===== config.mk =====
export PLATFORM = sky130hd
export DESIGN_NAME = heading_pid_differential_drive_core
export DESIGN_NICKNAME = d
export VERILOG_FILES = /design/src/hdl/hpdd_pkg.sv /design/src/hdl/hpdd_queue.sv /design/src/hdl/hpdd_front.sv /design/src/hdl/hpdd_back.sv /design/src/hdl/heading_pid_differential_drive_core.sv
export VERILOG_INCLUDE_DIRS = /design/src /design/src/hdl
export SDC_FILE = /design/constraint.sdc
export NUM_CORES = 2
export LEC_CHECK = 0
export BUFFER_PORTS_ARGS = -buffer_cell sky130_fd_sc_hd__buf_2
export CORE_ASPECT_RATIO = 2
export CORE_UTILIZATION = 45
export CTS_CLUSTER_DIAMETER = 80
export CTS_CLUSTER_SIZE = 14
export DETAILED_ROUTE_END_ITERATION = 6
export PLACE_DENSITY = 0.56
export SYNTH_ARGS = -nofsm -noshare
export SYNTH_HDL_FRONTEND = slang
export SYNTH_SLANG_ARGS = --single-unit
export TNS_END_PERCENT = 50

===== constraint.sdc =====
create_clock -name clk -period 20.1 [get_ports clk]
set_input_delay 4.02 -clock clk [delete_from_list [all_inputs] [get_ports clk]]
set_output_delay 4.02 -clock clk [all_outputs]
set_load 0.02 [all_outputs]

===== src/hdl/heading_pid_differential_drive_core_macros.svh =====
// assertion macros for the heading pid differential drive core
`ifndef HEADING_PID_DIFFERENTIAL_DRIVE_CORE_MACROS_SVH
`define HEADING_PID_DIFFERENTIAL_DRIVE_CORE_MACROS_SVH

// property that holds at every clock edge outside reset
`define HPDD_ASSERT(lbl, prop, msg) \
    lbl: assert property (@(posedge clk) disable iff (!rst_n) (prop)) else $error(msg);

// condition that forces a consequence in the next cycle
`define HPDD_ASSERT_NEXT(lbl, pre, post, msg) \
    lbl: assert property (@(posedge clk) disable iff (!rst_n) (pre) |=> (post)) else $error(msg);

`endif


===== src/hdl/hpdd_pkg.sv =====
// shared types and constants of the heading pid differential drive core
package hpdd_pkg;

    localparam logic [2:0] OP_TICK = 3'd0;
    localparam logic [2:0] OP_HEAD = 3'd1;
    localparam logic [2:0] OP_DIST = 3'd2;
    localparam logic [2:0] OP_STOP = 3'd3;
    localparam logic [2:0] OP_END  = 3'd4;
    localparam logic [2:0] OP_NONE = 3'd5;

    localparam int MID_DEPTH = 4;
    localparam int OUT_DEPTH = 4;

    typedef struct packed {
        logic [2:0]         op;
        logic [11:0]        heading;
        logic               obstacle;
        logic signed [23:0] distance;
    } mid_t;

    typedef struct packed {
        logic signed [8:0] right_speed;
        logic signed [8:0] left_speed;
        logic              speeds_valid;
        logic              translation_done;
        logic              rotation_done;
        logic              match_over;
        logic              stop_active;
    } res_t;

    typedef struct packed {
        logic               stop_enable;
        logic signed [15:0] gain_prop;
        logic signed [15:0] gain_integ;
        logic signed [15:0] gain_deriv;
        logic [6:0]         turn_speed_limit;
        logic [6:0]         cruise_speed;
        logic [6:0]         top_speed;
        logic [11:0]        heading_tolerance;
    } cfg_t;

endpackage


===== src/hdl/hpdd_queue.sv =====
// small register queue for words between stages
module hpdd_queue #(
    parameter int WIDTH = 8,
    parameter int DEPTH = 4,
    parameter int CW    = $clog2(DEPTH + 1)
) (
    input  logic             clk,
    input  logic             rst_n,
    input  logic             push,
    input  logic [WIDTH-1:0] wdata,
    input  logic             pop,
    output logic [WIDTH-1:0] rdata,
    output logic             empty,
    output logic [CW-1:0]    count
);

    localparam int AW = $clog2(DEPTH);

    logic [WIDTH-1:0] mem_reg [DEPTH];
    logic [AW-1:0]    wr_ptr_reg, wr_ptr_next;
    logic [AW-1:0]    rd_ptr_reg, rd_ptr_next;
    logic [CW-1:0]    count_reg, count_next;
    logic             do_push, do_pop;

    assign do_push = push && (count_reg < CW'(DEPTH));
    assign do_pop  = pop && (count_reg != '0);

    always_comb
    begin
        wr_ptr_next = wr_ptr_reg;
        rd_ptr_next = rd_ptr_reg;
        count_next  = count_reg;
        if (do_push)
        begin
            wr_ptr_next = (wr_ptr_reg == AW'(DEPTH - 1)) ? '0 : wr_ptr_reg + 1'b1;
        end
        if (do_pop)
        begin
            rd_ptr_next = (rd_ptr_reg == AW'(DEPTH - 1)) ? '0 : rd_ptr_reg + 1'b1;
        end
        if (do_push && !do_pop)
        begin
            count_next = count_reg + 1'b1;
        end
        else if (!do_push && do_pop)
        begin
            count_next = count_reg - 1'b1;
        end
    end

    always_ff @(posedge clk or negedge rst_n)
    begin
        if (!rst_n)
        begin
            wr_ptr_reg <= '0;
            rd_ptr_reg <= '0;
            count_reg  <= '0;
        end
        else
        begin
            wr_ptr_reg <= wr_ptr_next;
            rd_ptr_reg <= rd_ptr_next;
            count_reg  <= count_next;
        end
    end

    always_ff @(posedge clk)
    begin
        if (do_push)
        begin
            mem_reg[wr_ptr_reg] <= wdata;
        end
    end

    assign rdata = mem_reg[rd_ptr_reg];
    assign empty = (count_reg == '0);
    assign count = count_reg;

endmodule


===== src/hdl/hpdd_front.sv =====
// front end: accepts commands, classifies them and reduces the heading field
module hpdd_front #(
    parameter int HEADING_RANGE = 4096,
    parameter int CW            = 3
) (
    input  logic                clk,
    input  logic                rst_n,
    input  logic                push,
    output logic                full,
    input  logic [2:0]          command,
    input  logic [11:0]         heading_now,
    input  logic                obstacle_seen,
    input  logic [11:0]         heading_goal,
    input  logic signed [23:0]  distance_goal,
    input  logic [CW-1:0]       mid_count,
    output logic                mid_push,
    output hpdd_pkg::mid_t      mid_word
);

    localparam logic [20:0] RECIP   = 21'((1 << 24) / HEADING_RANGE);
    localparam logic [16:0] RANGE17 = 17'(HEADING_RANGE);

    logic           va_reg;
    hpdd_pkg::mid_t fa_word_reg, fa_word_next;
    logic [32:0]    fa_prod_reg;
    logic           accept;
    logic [11:0]    sel_x;
    logic [8:0]     quot;
    logic [25:0]    qr_full;
    logic [11:0]    rem_raw;

    assign full   = ({1'b0, mid_count} + {{CW{1'b0}}, va_reg}) >= (CW + 1)'(hpdd_pkg::MID_DEPTH);
    assign accept = push && !full;

    always_comb
    begin
        fa_word_next.obstacle = obstacle_seen;
        fa_word_next.distance = distance_goal;
        unique case (command) inside
            hpdd_pkg::OP_TICK, hpdd_pkg::OP_HEAD, hpdd_pkg::OP_DIST,
            hpdd_pkg::OP_STOP, hpdd_pkg::OP_END:
                fa_word_next.op = command;
            default:
                fa_word_next.op = hpdd_pkg::OP_NONE;
        endcase
        sel_x = (command == hpdd_pkg::OP_HEAD) ? heading_goal : heading_now;
        fa_word_next.heading = sel_x;
    end

    always_ff @(posedge clk or negedge rst_n)
    begin
        if (!rst_n)
        begin
            va_reg <= 1'b0;
        end
        else
        begin
            va_reg <= accept;
        end
    end

    // quotient estimate by reciprocal, at most one short
    always_ff @(posedge clk)
    begin
        if (accept)
        begin
            fa_word_reg <= fa_word_next;
            fa_prod_reg <= {21'b0, sel_x} * {12'b0, RECIP};
        end
    end

    assign quot    = fa_prod_reg[32:24];
    assign qr_full = {17'b0, quot} * {9'b0, RANGE17};
    assign rem_raw = fa_word_reg.heading - qr_full[11:0];

    always_comb
    begin
        mid_word = fa_word_reg;
        if ({5'b0, rem_raw} >= RANGE17)
        begin
            mid_word.heading = rem_raw - RANGE17[11:0];
        end
        else
        begin
            mid_word.heading = rem_raw;
        end
    end

    assign mid_push = va_reg;

endmodule


===== src/hdl/hpdd_back.sv =====
// back end: controller state, pid products and wheel speed mixing
module hpdd_back #(
    parameter int HEADING_RANGE = 4096,
    parameter int CW            = 3
) (
    input  logic           clk,
    input  logic           rst_n,
    input  hpdd_pkg::cfg_t cfg,
    input  logic           mid_empty,
    input  hpdd_pkg::mid_t mid_word,
    output logic           mid_pop,
    input  logic [CW-1:0]  out_count,
    output logic           out_push,
    output hpdd_pkg::res_t out_word
);

    localparam int RB = $clog2(HEADING_RANGE + 1);
    localparam int DW = ((RB > 12) ? RB : 12) + 2;
    localparam logic signed [DW-1:0] HALF    = DW'(HEADING_RANGE / 2);
    localparam logic signed [DW-1:0] RANGE_S = DW'(HEADING_RANGE);

    // controller state
    logic [11:0]        target_reg, target_next;
    logic [11:0]        last_reg, last_next;
    logic [15:0]        sum_reg, sum_next;
    logic [15:0]        prev_reg, prev_next;
    logic [23:0]        dt_reg, dt_next;
    logic [23:0]        dc_reg, dc_next;
    logic               latch_reg, latch_next;
    logic               ended_reg, ended_next;

    // stage one
    logic               v1_reg;
    logic               s1_tick_reg, s1_drive_reg, s1_pid_reg, s1_lin_reg, s1_neg_reg;
    logic signed [15:0] s1_d_reg, s1_sum_reg;
    logic signed [16:0] s1_diff_reg;
    logic [3:0]         s1_flags_reg;

    // stage two
    logic               v2_reg;
    logic               s2_tick_reg, s2_drive_reg, s2_pid_reg, s2_lin_reg, s2_neg_reg;
    logic signed [31:0] s2_pp_reg, s2_pi_reg;
    logic signed [32:0] s2_pd_reg;
    logic [3:0]         s2_flags_reg;

    logic               issue, tick, drive, pid, lin_on, lin_neg;
    logic signed [DW-1:0] t_s, h_s, d_raw, d_w;
    logic [DW+15:0]     d_ext;
    logic signed [15:0] d16, sum16;
    logic signed [16:0] diff17;
    logic [23:0]        dt_abs, dc_inc;
    logic signed [12:0] rot_diff;
    logic [11:0]        rot_abs;
    logic [3:0]         flags;

    logic signed [34:0] acc, acc_adj;
    logic signed [26:0] tmp, lim27;
    logic signed [7:0]  corr, budget, mag, lin;
    logic [6:0]         corr_abs;
    logic signed [8:0]  right_s, left_s;

    assign issue = !mid_empty
                   && (({2'b0, out_count} + {{(CW+1){1'b0}}, v1_reg}
                        + {{(CW+1){1'b0}}, v2_reg}) < (CW + 2)'(hpdd_pkg::OUT_DEPTH));
    assign mid_pop = issue;
    assign tick = (mid_word.op == hpdd_pkg::OP_TICK);

    assign t_s   = {{(DW-12){1'b0}}, target_reg};
    assign h_s   = {{(DW-12){1'b0}}, mid_word.heading};
    assign d_raw = t_s - h_s;

    always_comb
    begin
        if (d_raw > HALF)
        begin
            d_w = d_raw - RANGE_S;
        end
        else if (d_raw < -HALF)
        begin
            d_w = d_raw + RANGE_S;
        end
        else
        begin
            d_w = d_raw;
        end
    end

    assign d_ext  = {{16{d_w[DW-1]}}, d_w};
    assign d16    = d_ext[15:0];
    assign sum16  = sum_reg + d16;
    assign diff17 = {d16[15], d16} - {prev_reg[15], prev_reg};
    assign dt_abs = dt_reg[23] ? (24'd0 - dt_reg) : dt_reg;
    assign dc_inc = dc_reg + 24'd1;

    always_comb
    begin
        target_next = target_reg;
        last_next   = last_reg;
        sum_next    = sum_reg;
        prev_next   = prev_reg;
        dt_next     = dt_reg;
        dc_next     = dc_reg;
        latch_next  = latch_reg;
        ended_next  = ended_reg;
        drive       = 1'b0;
        pid         = 1'b0;
        lin_on      = 1'b0;
        lin_neg     = dt_reg[23];
        unique case (mid_word.op)
            hpdd_pkg::OP_TICK:
            begin
                if (latch_reg && cfg.stop_enable)
                begin
                    latch_next = mid_word.obstacle;
                end
                else if (!ended_reg)
                begin
                    drive     = 1'b1;
                    last_next = mid_word.heading;
                    if (target_reg != mid_word.heading)
                    begin
                        pid       = 1'b1;
                        sum_next  = sum16;
                        prev_next = d16;
                    end
                    if (dt_reg != '0)
                    begin
                        lin_on  = 1'b1;
                        dc_next = dc_inc;
                        if (dc_inc == dt_abs)
                        begin
                            dt_next = '0;
                            dc_next = '0;
                        end
                    end
                end
            end
            hpdd_pkg::OP_HEAD: target_next = mid_word.heading;
            hpdd_pkg::OP_DIST: dt_next = mid_word.distance;
            hpdd_pkg::OP_STOP: latch_next = 1'b1;
            hpdd_pkg::OP_END:  ended_next = 1'b1;
            default: ;
        endcase
    end

    assign rot_diff = {1'b0, target_next} - {1'b0, last_next};
    assign rot_abs  = rot_diff[12] ? 12'(-rot_diff) : rot_diff[11:0];
    assign flags    = {dt_next == '0, rot_abs < cfg.heading_tolerance, ended_next, latch_next};

    always_ff @(posedge clk or negedge rst_n)
    begin
        if (!rst_n)
        begin
            target_reg <= '0;
            last_reg   <= '0;
            sum_reg    <= '0;
            prev_reg   <= '0;
            dt_reg     <= '0;
            dc_reg     <= '0;
            latch_reg  <= 1'b1;
            ended_reg  <= 1'b0;
            v1_reg     <= 1'b0;
            v2_reg     <= 1'b0;
        end
        else
        begin
            if (issue)
            begin
                target_reg <= target_next;
                last_reg   <= last_next;
                sum_reg    <= sum_next;
                prev_reg   <= prev_next;
                dt_reg     <= dt_next;
                dc_reg     <= dc_next;
                latch_reg  <= latch_next;
                ended_reg  <= ended_next;
            end
            v1_reg <= issue;
            v2_reg <= v1_reg;
        end
    end

    always_ff @(posedge clk)
    begin
        if (issue)
        begin
            s1_tick_reg  <= tick;
            s1_drive_reg <= drive;
            s1_pid_reg   <= pid;
            s1_lin_reg   <= lin_on;
            s1_neg_reg   <= lin_neg;
            s1_d_reg     <= d16;
            s1_sum_reg   <= sum16;
            s1_diff_reg  <= diff17;
            s1_flags_reg <= flags;
        end
        if (v1_reg)
        begin
            s2_tick_reg  <= s1_tick_reg;
            s2_drive_reg <= s1_drive_reg;
            s2_pid_reg   <= s1_pid_reg;
            s2_lin_reg   <= s1_lin_reg;
            s2_neg_reg   <= s1_neg_reg;
            s2_flags_reg <= s1_flags_reg;
            s2_pp_reg    <= cfg.gain_prop * s1_d_reg;
            s2_pi_reg    <= cfg.gain_integ * s1_sum_reg;
            s2_pd_reg    <= {{17{cfg.gain_deriv[15]}}, cfg.gain_deriv}
                            * {{16{s1_diff_reg[16]}}, s1_diff_reg};
        end
    end

    // q8.8 sum, truncated toward zero
    assign acc = {{3{s2_pp_reg[31]}}, s2_pp_reg} + {{3{s2_pi_reg[31]}}, s2_pi_reg}
                 + {{2{s2_pd_reg[32]}}, s2_pd_reg};
    assign acc_adj = acc + (acc[34] ? 35'sd255 : 35'sd0);
    assign tmp     = acc_adj[34:8];
    assign lim27   = {20'b0, cfg.turn_speed_limit};

    always_comb
    begin
        if (!s2_pid_reg)
        begin
            corr = '0;
        end
        else if (tmp > lim27)
        begin
            corr = {1'b0, cfg.turn_speed_limit};
        end
        else if (tmp < -lim27)
        begin
            corr = -{1'b0, cfg.turn_speed_limit};
        end
        else
        begin
            corr = tmp[7:0];
        end
    end

    assign corr_abs = corr[7] ? 7'(-corr) : corr[6:0];
    assign budget   = {1'b0, cfg.top_speed} - {1'b0, corr_abs};
    assign mag      = ($signed({1'b0, cfg.cruise_speed}) < budget) ? {1'b0, cfg.cruise_speed}
                                                                   : budget;
    assign lin      = !s2_lin_reg ? 8'sd0 : (s2_neg_reg ? -mag : mag);
    assign right_s  = {lin[7], lin} - {corr[7], corr};
    assign left_s   = {lin[7], lin} + {corr[7], corr};

    always_comb
    begin
        out_word.right_speed      = s2_drive_reg ? right_s : 9'sd0;
        out_word.left_speed       = s2_drive_reg ? left_s : 9'sd0;
        out_word.speeds_valid     = s2_tick_reg;
        out_word.translation_done = s2_flags_reg[3];
        out_word.rotation_done    = s2_flags_reg[2];
        out_word.match_over       = s2_flags_reg[1];
        out_word.stop_active      = s2_flags_reg[0];
    end

    assign out_push = v2_reg;

endmodule


===== src/hdl/heading_pid_differential_drive_core.sv =====
// top level of the heading pid differential drive core
// usage:
// - input channel: drive command and its fields with push; a word is taken
//   when push is high and full is low
// - result channel: a result word sits on the result ports while empty is
//   low and is taken when pop is high
// - configuration: write_enable with write_index and write_data; the user must
//   write only while the block is idle, the block itself does not enforce it
// - every command gives exactly one result word, in order
// - path: a taken word passes the front register, the internal queue, the state
//   update into stage one, the product stage two and then the result queue
// - throughput: one word per cycle unless the result queue backs up; the state
//   update of a tick registers at issue, the three gain products one stage behind
// - when pop stays low the result queue fills, the back end stops taking words
//   from the internal queue, and full rises once that queue is also full
// - reset: default gains and limits, stop latched, match running, targets and
//   pid history cleared, both queues empty
module heading_pid_differential_drive_core #(
    parameter int HEADING_RANGE = 4096
) (
    input  logic               clk,
    input  logic               rst_n,
    input  logic               push,
    output logic               full,
    input  logic [2:0]         command,
    input  logic [11:0]        heading_now,
    input  logic               obstacle_seen,
    input  logic [11:0]        heading_goal,
    input  logic signed [23:0] distance_goal,
    output logic               empty,
    input  logic               pop,
    output logic signed [8:0]  right_speed,
    output logic signed [8:0]  left_speed,
    output logic               speeds_valid,
    output logic               translation_done,
    output logic               rotation_done,
    output logic               match_over,
    output logic               stop_active,
    input  logic               write_enable,
    input  logic [2:0]         write_index,
    input  logic [15:0]        write_data
);

`include "heading_pid_differential_drive_core_macros.svh"

    localparam logic [2:0] REG_STOP_ENABLE = 3'd0;
    localparam logic [2:0] REG_GAIN_PROP   = 3'd1;
    localparam logic [2:0] REG_GAIN_INTEG  = 3'd2;
    localparam logic [2:0] REG_GAIN_DERIV  = 3'd3;
    localparam logic [2:0] REG_TURN_LIMIT  = 3'd4;
    localparam logic [2:0] REG_CRUISE      = 3'd5;
    localparam logic [2:0] REG_TOP_SPEED   = 3'd6;
    localparam logic [2:0] REG_TOLERANCE   = 3'd7;

    localparam int MID_CW = $clog2(hpdd_pkg::MID_DEPTH + 1);
    localparam int OUT_CW = $clog2(hpdd_pkg::OUT_DEPTH + 1);

    hpdd_pkg::cfg_t cfg_reg, cfg_next;
    hpdd_pkg::mid_t mid_in, mid_out;
    hpdd_pkg::res_t res_in, res_out;
    logic              mid_push, mid_pop, mid_empty;
    logic [MID_CW-1:0] mid_count;
    logic              out_push;
    logic [OUT_CW-1:0] out_count;

    always_comb
    begin
        cfg_next = cfg_reg;
        if (write_enable)
        begin
            unique case (write_index)
                REG_STOP_ENABLE: cfg_next.stop_enable       = write_data[0];
                REG_GAIN_PROP:   cfg_next.gain_prop         = write_data;
                REG_GAIN_INTEG:  cfg_next.gain_integ        = write_data;
                REG_GAIN_DERIV:  cfg_next.gain_deriv        = write_data;
                REG_TURN_LIMIT:  cfg_next.turn_speed_limit  = write_data[6:0];
                REG_CRUISE:      cfg_next.cruise_speed      = write_data[6:0];
                REG_TOP_SPEED:   cfg_next.top_speed         = write_data[6:0];
                REG_TOLERANCE:   cfg_next.heading_tolerance = write_data[11:0];
                default: ;
            endcase
        end
    end

    always_ff @(posedge clk or negedge rst_n)
    begin
        if (!rst_n)
        begin
            cfg_reg.stop_enable       <= 1'b1;
            cfg_reg.gain_prop         <= 16'sd51;
            cfg_reg.gain_integ        <= 16'sd0;
            cfg_reg.gain_deriv        <= 16'sd0;
            cfg_reg.turn_speed_limit  <= 7'd30;
            cfg_reg.cruise_speed      <= 7'd40;
            cfg_reg.top_speed         <= 7'd100;
            cfg_reg.heading_tolerance <= 12'd20;
        end
        else
        begin
            cfg_reg <= cfg_next;
        end
    end

    hpdd_front #(
        .HEADING_RANGE(HEADING_RANGE),
        .CW(MID_CW)
    ) u_front (
        .clk(clk),
        .rst_n(rst_n),
        .push(push),
        .full(full),
        .command(command),
        .heading_now(heading_now),
        .obstacle_seen(obstacle_seen),
        .heading_goal(heading_goal),
        .distance_goal(distance_goal),
        .mid_count(mid_count),
        .mid_push(mid_push),
        .mid_word(mid_in)
    );

    hpdd_queue #(
        .WIDTH($bits(hpdd_pkg::mid_t)),
        .DEPTH(hpdd_pkg::MID_DEPTH)
    ) u_mid_queue (
        .clk(clk),
        .rst_n(rst_n),
        .push(mid_push),
        .wdata(mid_in),
        .pop(mid_pop),
        .rdata(mid_out),
        .empty(mid_empty),
        .count(mid_count)
    );

    hpdd_back #(
        .HEADING_RANGE(HEADING_RANGE),
        .CW(OUT_CW)
    ) u_back (
        .clk(clk),
        .rst_n(rst_n),
        .cfg(cfg_reg),
        .mid_empty(mid_empty),
        .mid_word(mid_out),
        .mid_pop(mid_pop),
        .out_count(out_count),
        .out_push(out_push),
        .out_word(res_in)
    );

    hpdd_queue #(
        .WIDTH($bits(hpdd_pkg::res_t)),
        .DEPTH(hpdd_pkg::OUT_DEPTH)
    ) u_out_queue (
        .clk(clk),
        .rst_n(rst_n),
        .push(out_push),
        .wdata(res_in),
        .pop(pop),
        .rdata(res_out),
        .empty(empty),
        .count(out_count)
    );

    assign right_speed      = res_out.right_speed;
    assign left_speed       = res_out.left_speed;
    assign speeds_valid     = res_out.speeds_valid;
    assign translation_done = res_out.translation_done;
    assign rotation_done    = res_out.rotation_done;
    assign match_over       = res_out.match_over;
    assign stop_active      = res_out.stop_active;

    `HPDD_ASSERT(a_mid_bound, mid_count <= MID_CW'(hpdd_pkg::MID_DEPTH), "internal queue overrun")
    `HPDD_ASSERT(a_out_bound, out_count <= OUT_CW'(hpdd_pkg::OUT_DEPTH), "result queue overrun")
    `HPDD_ASSERT(a_idle_zero, empty || speeds_valid || (right_speed == 9'sd0 && left_speed == 9'sd0), "non-tick word with speed")
    `HPDD_ASSERT_NEXT(a_drain, pop && !empty && out_count == OUT_CW'(1) && !out_push, empty, "result queue did not drain")

endmodule

==> metrics <==
antenna viol nets, final 0; clk_skew 37.2 ps; die width 265 um; post-DR wirelength/cell 21.8 um; CP dominant cell by count ha_1; setup TNS 0 ps; Seq/Total Area, Yosys 29.9%; Num CTS Buffers 57; post-synthesis cell count 5709; Synth Register Bits 650; period utilisation layout 84.7%; Post-Route WL 165000 um; vias in the first global route 44900; initial core utilization 45.4%; Crit Path Max Fanout 15; Cell Count Post-Placement 7427; clock latency on the worst-skew pair 650 ps; Hold Path Sink u_back.s2_flags_reg[2]; status complete, no violations; Clock Tree Buf Depth 3; commonest cells after routing, fill and taps aside 930 x inv_1, 771 x fa_1, 615 x nand2_1, 463 x ha_1, 447 x edfxtp_1; Final #Nets 7050; Crit Reg-Reg Startpoint u_back.s2_pi_reg[0]; Reg2Reg Capture Point u_out_queue.mem_reg[3][22]; slew margin rel. 24.6%; Post-synth EDFFs 447; largest net degree at the start of global routing 122; GR Util All Layers 24.3%; fmax 58.8 MHz; root buf cell clkbuf_16; Clk pin slew, worst setup/hold paths 70 ps; fin cells 7536; postcts setup bufs 0; routed vias 40900; Max Cap Viol 0; I/O Buffers 100; Period minus WS final 17020 ps; Synth cell types 121; Critical Path Sink Type flip-flop; die area 0.139 mm2; top_reg_cell synth edfxtp_1; DRT Pass-1 Iters 7; area of the core 0.137 mm2; first-pass GRT wire length 257000 um; syn nets 7019; Clock Sink Count 650; hold_buf cts 0; final hold violation count 0; WS Path Type reg -> reg; Fillers 12500; Synth Cell Area 0.0620 mm2; Final Core Density 48.4%; DR iter-0 viols 1798; # setup viols final 0; drt drc 0; CP Data Required Time 20540 ps; Worst Path Buf+Inv 3; worst hold start u_back.s1_flags_reg[2]; Top Ports 101; CP max stage cell a21oi_1; ys async rst share 31.2%; Worst Hold Class reg -> reg; Via density 5.42; crit-path leading delay family compound AO/OA/AOI/OAI gates; gr ovfl total 0; Critical Path AT 17450 ps; Final Max Tran Viols 0; Worst setup SP type flip-flop; TritonCTS clock tree built; critical path depth in cells 78; layout cells sized above 1 9.02%; Resized cells post-CTS 0; chip height 527 um; FF-to-FF path depth 78; H-Tree Level Count 2; RSZ-0062 raised after global routing false; hpwl dp 132000 um; max FFs per register 160; Worst Tran Pin Value 1130 ps; Yosys warnings 0; commonest non-fill, non-tap cell in the layout inv_1; row cnt 192; R2R Setup Slk 3080 ps; Largest stage delay, worst path 840 ps; Layout area overhead 6.70%; final RePlAce weighted congestion 0.915; initial antenna violation count 11; syn_area_per_cell 10.9 um2; hold depth 0
## synth_stat cells (67+ instances only)
cell type / count / area share (%)
nor3_1: 67 / 0.54
a21oi_1: 180 / 1.5
xnor2_1: 242 / 3.4
and2_1: 325 / 3.3
nor2_1: 160 / 0.97
inv_1: 931 / 5.6
fa_1: 771 / 25
clkbuf_1: 150 / 0.91
mux2_2: 131 / 2.4
ha_1: 463 / 9.3
nand2b_1: 76 / 0.77
edfxtp_1: 447 / 22
dfrtp_1: 186 / 7.5
nand2_1: 615 / 3.7
xor2_1: 79 / 1.1
o21ai_0: 145 / 1.2
## worst max-delay path by stage
stage	slack (ps)	start	end
floorplan	5720	u_back.s2_pi_reg[0]	u_out_queue.mem_reg[0][22]
global placement	3390	u_back.s2_pi_reg[0]	u_out_queue.mem_reg[2][22]
detailed placement	3070	u_back.s2_pi_reg[0]	u_out_queue.mem_reg[2][22]
CTS	2950	u_back.s2_pi_reg[0]	u_out_queue.mem_reg[3][22]
global route	1580	u_back.s2_pi_reg[0]	u_out_queue.mem_reg[3][22]
finish	3080	u_back.s2_pi_reg[0]	u_out_queue.mem_reg[3][22]
## metrics by stage
stage	cell area [um2]	worst slack, ps	hold slack (ps)
finish	66200	3080	454
global route	66200	1580	457
CTS	66200	2950	453
detailed placement	64400	3070	436
global placement	64400	3390	448
floorplan	62000	5720	400
## cells by family after synthesis
group,Yosys count,share of synthesized area (%)
multiplexers,220,5.06
flip-flops,650,29.9
buffers and inverters,1108,6.80
AND/OR/NAND/NOR,1529,12.4
AO/OA/AOI/OAI,641,7.00
XOR/XNOR,326,4.68
adder cells (fa/ha/maj),1235,34.2
## metal layers
metal  wire length (um)  up-vias  share of wire [%]  GRT usage [%]
met2              95900      827                 58           49.7
met3               4230      384                2.6           1.75
li1                   -    18700                  -              -
met1              54300    20900                 33           23.5
met4              10200        2                6.2           13.1
met5                  7        -             0.0043              0
## area by class of cell
| type | count | area [um2] | share of cell area (%) |
|---|---|---|---|
| well taps | 1746 | 2180 | 3.30 |
| diodes | 2 | 5.00 | 0.00756 |
| clock inverters | 10 | 135 | 0.204 |
| multi-input cells | 3951 | 39300 | 59.4 |
| repair buffers | 147 | 876 | 1.32 |
| inverters | 933 | 3500 | 5.29 |
| clock buffers | 97 | 1620 | 2.45 |
| flip-flops and latches | 650 | 18500 | 28.0 |
Power is left out: the tool's default activity adds up to more than one toggle a clock period on the data nets, which glitch-free logic cannot reach.
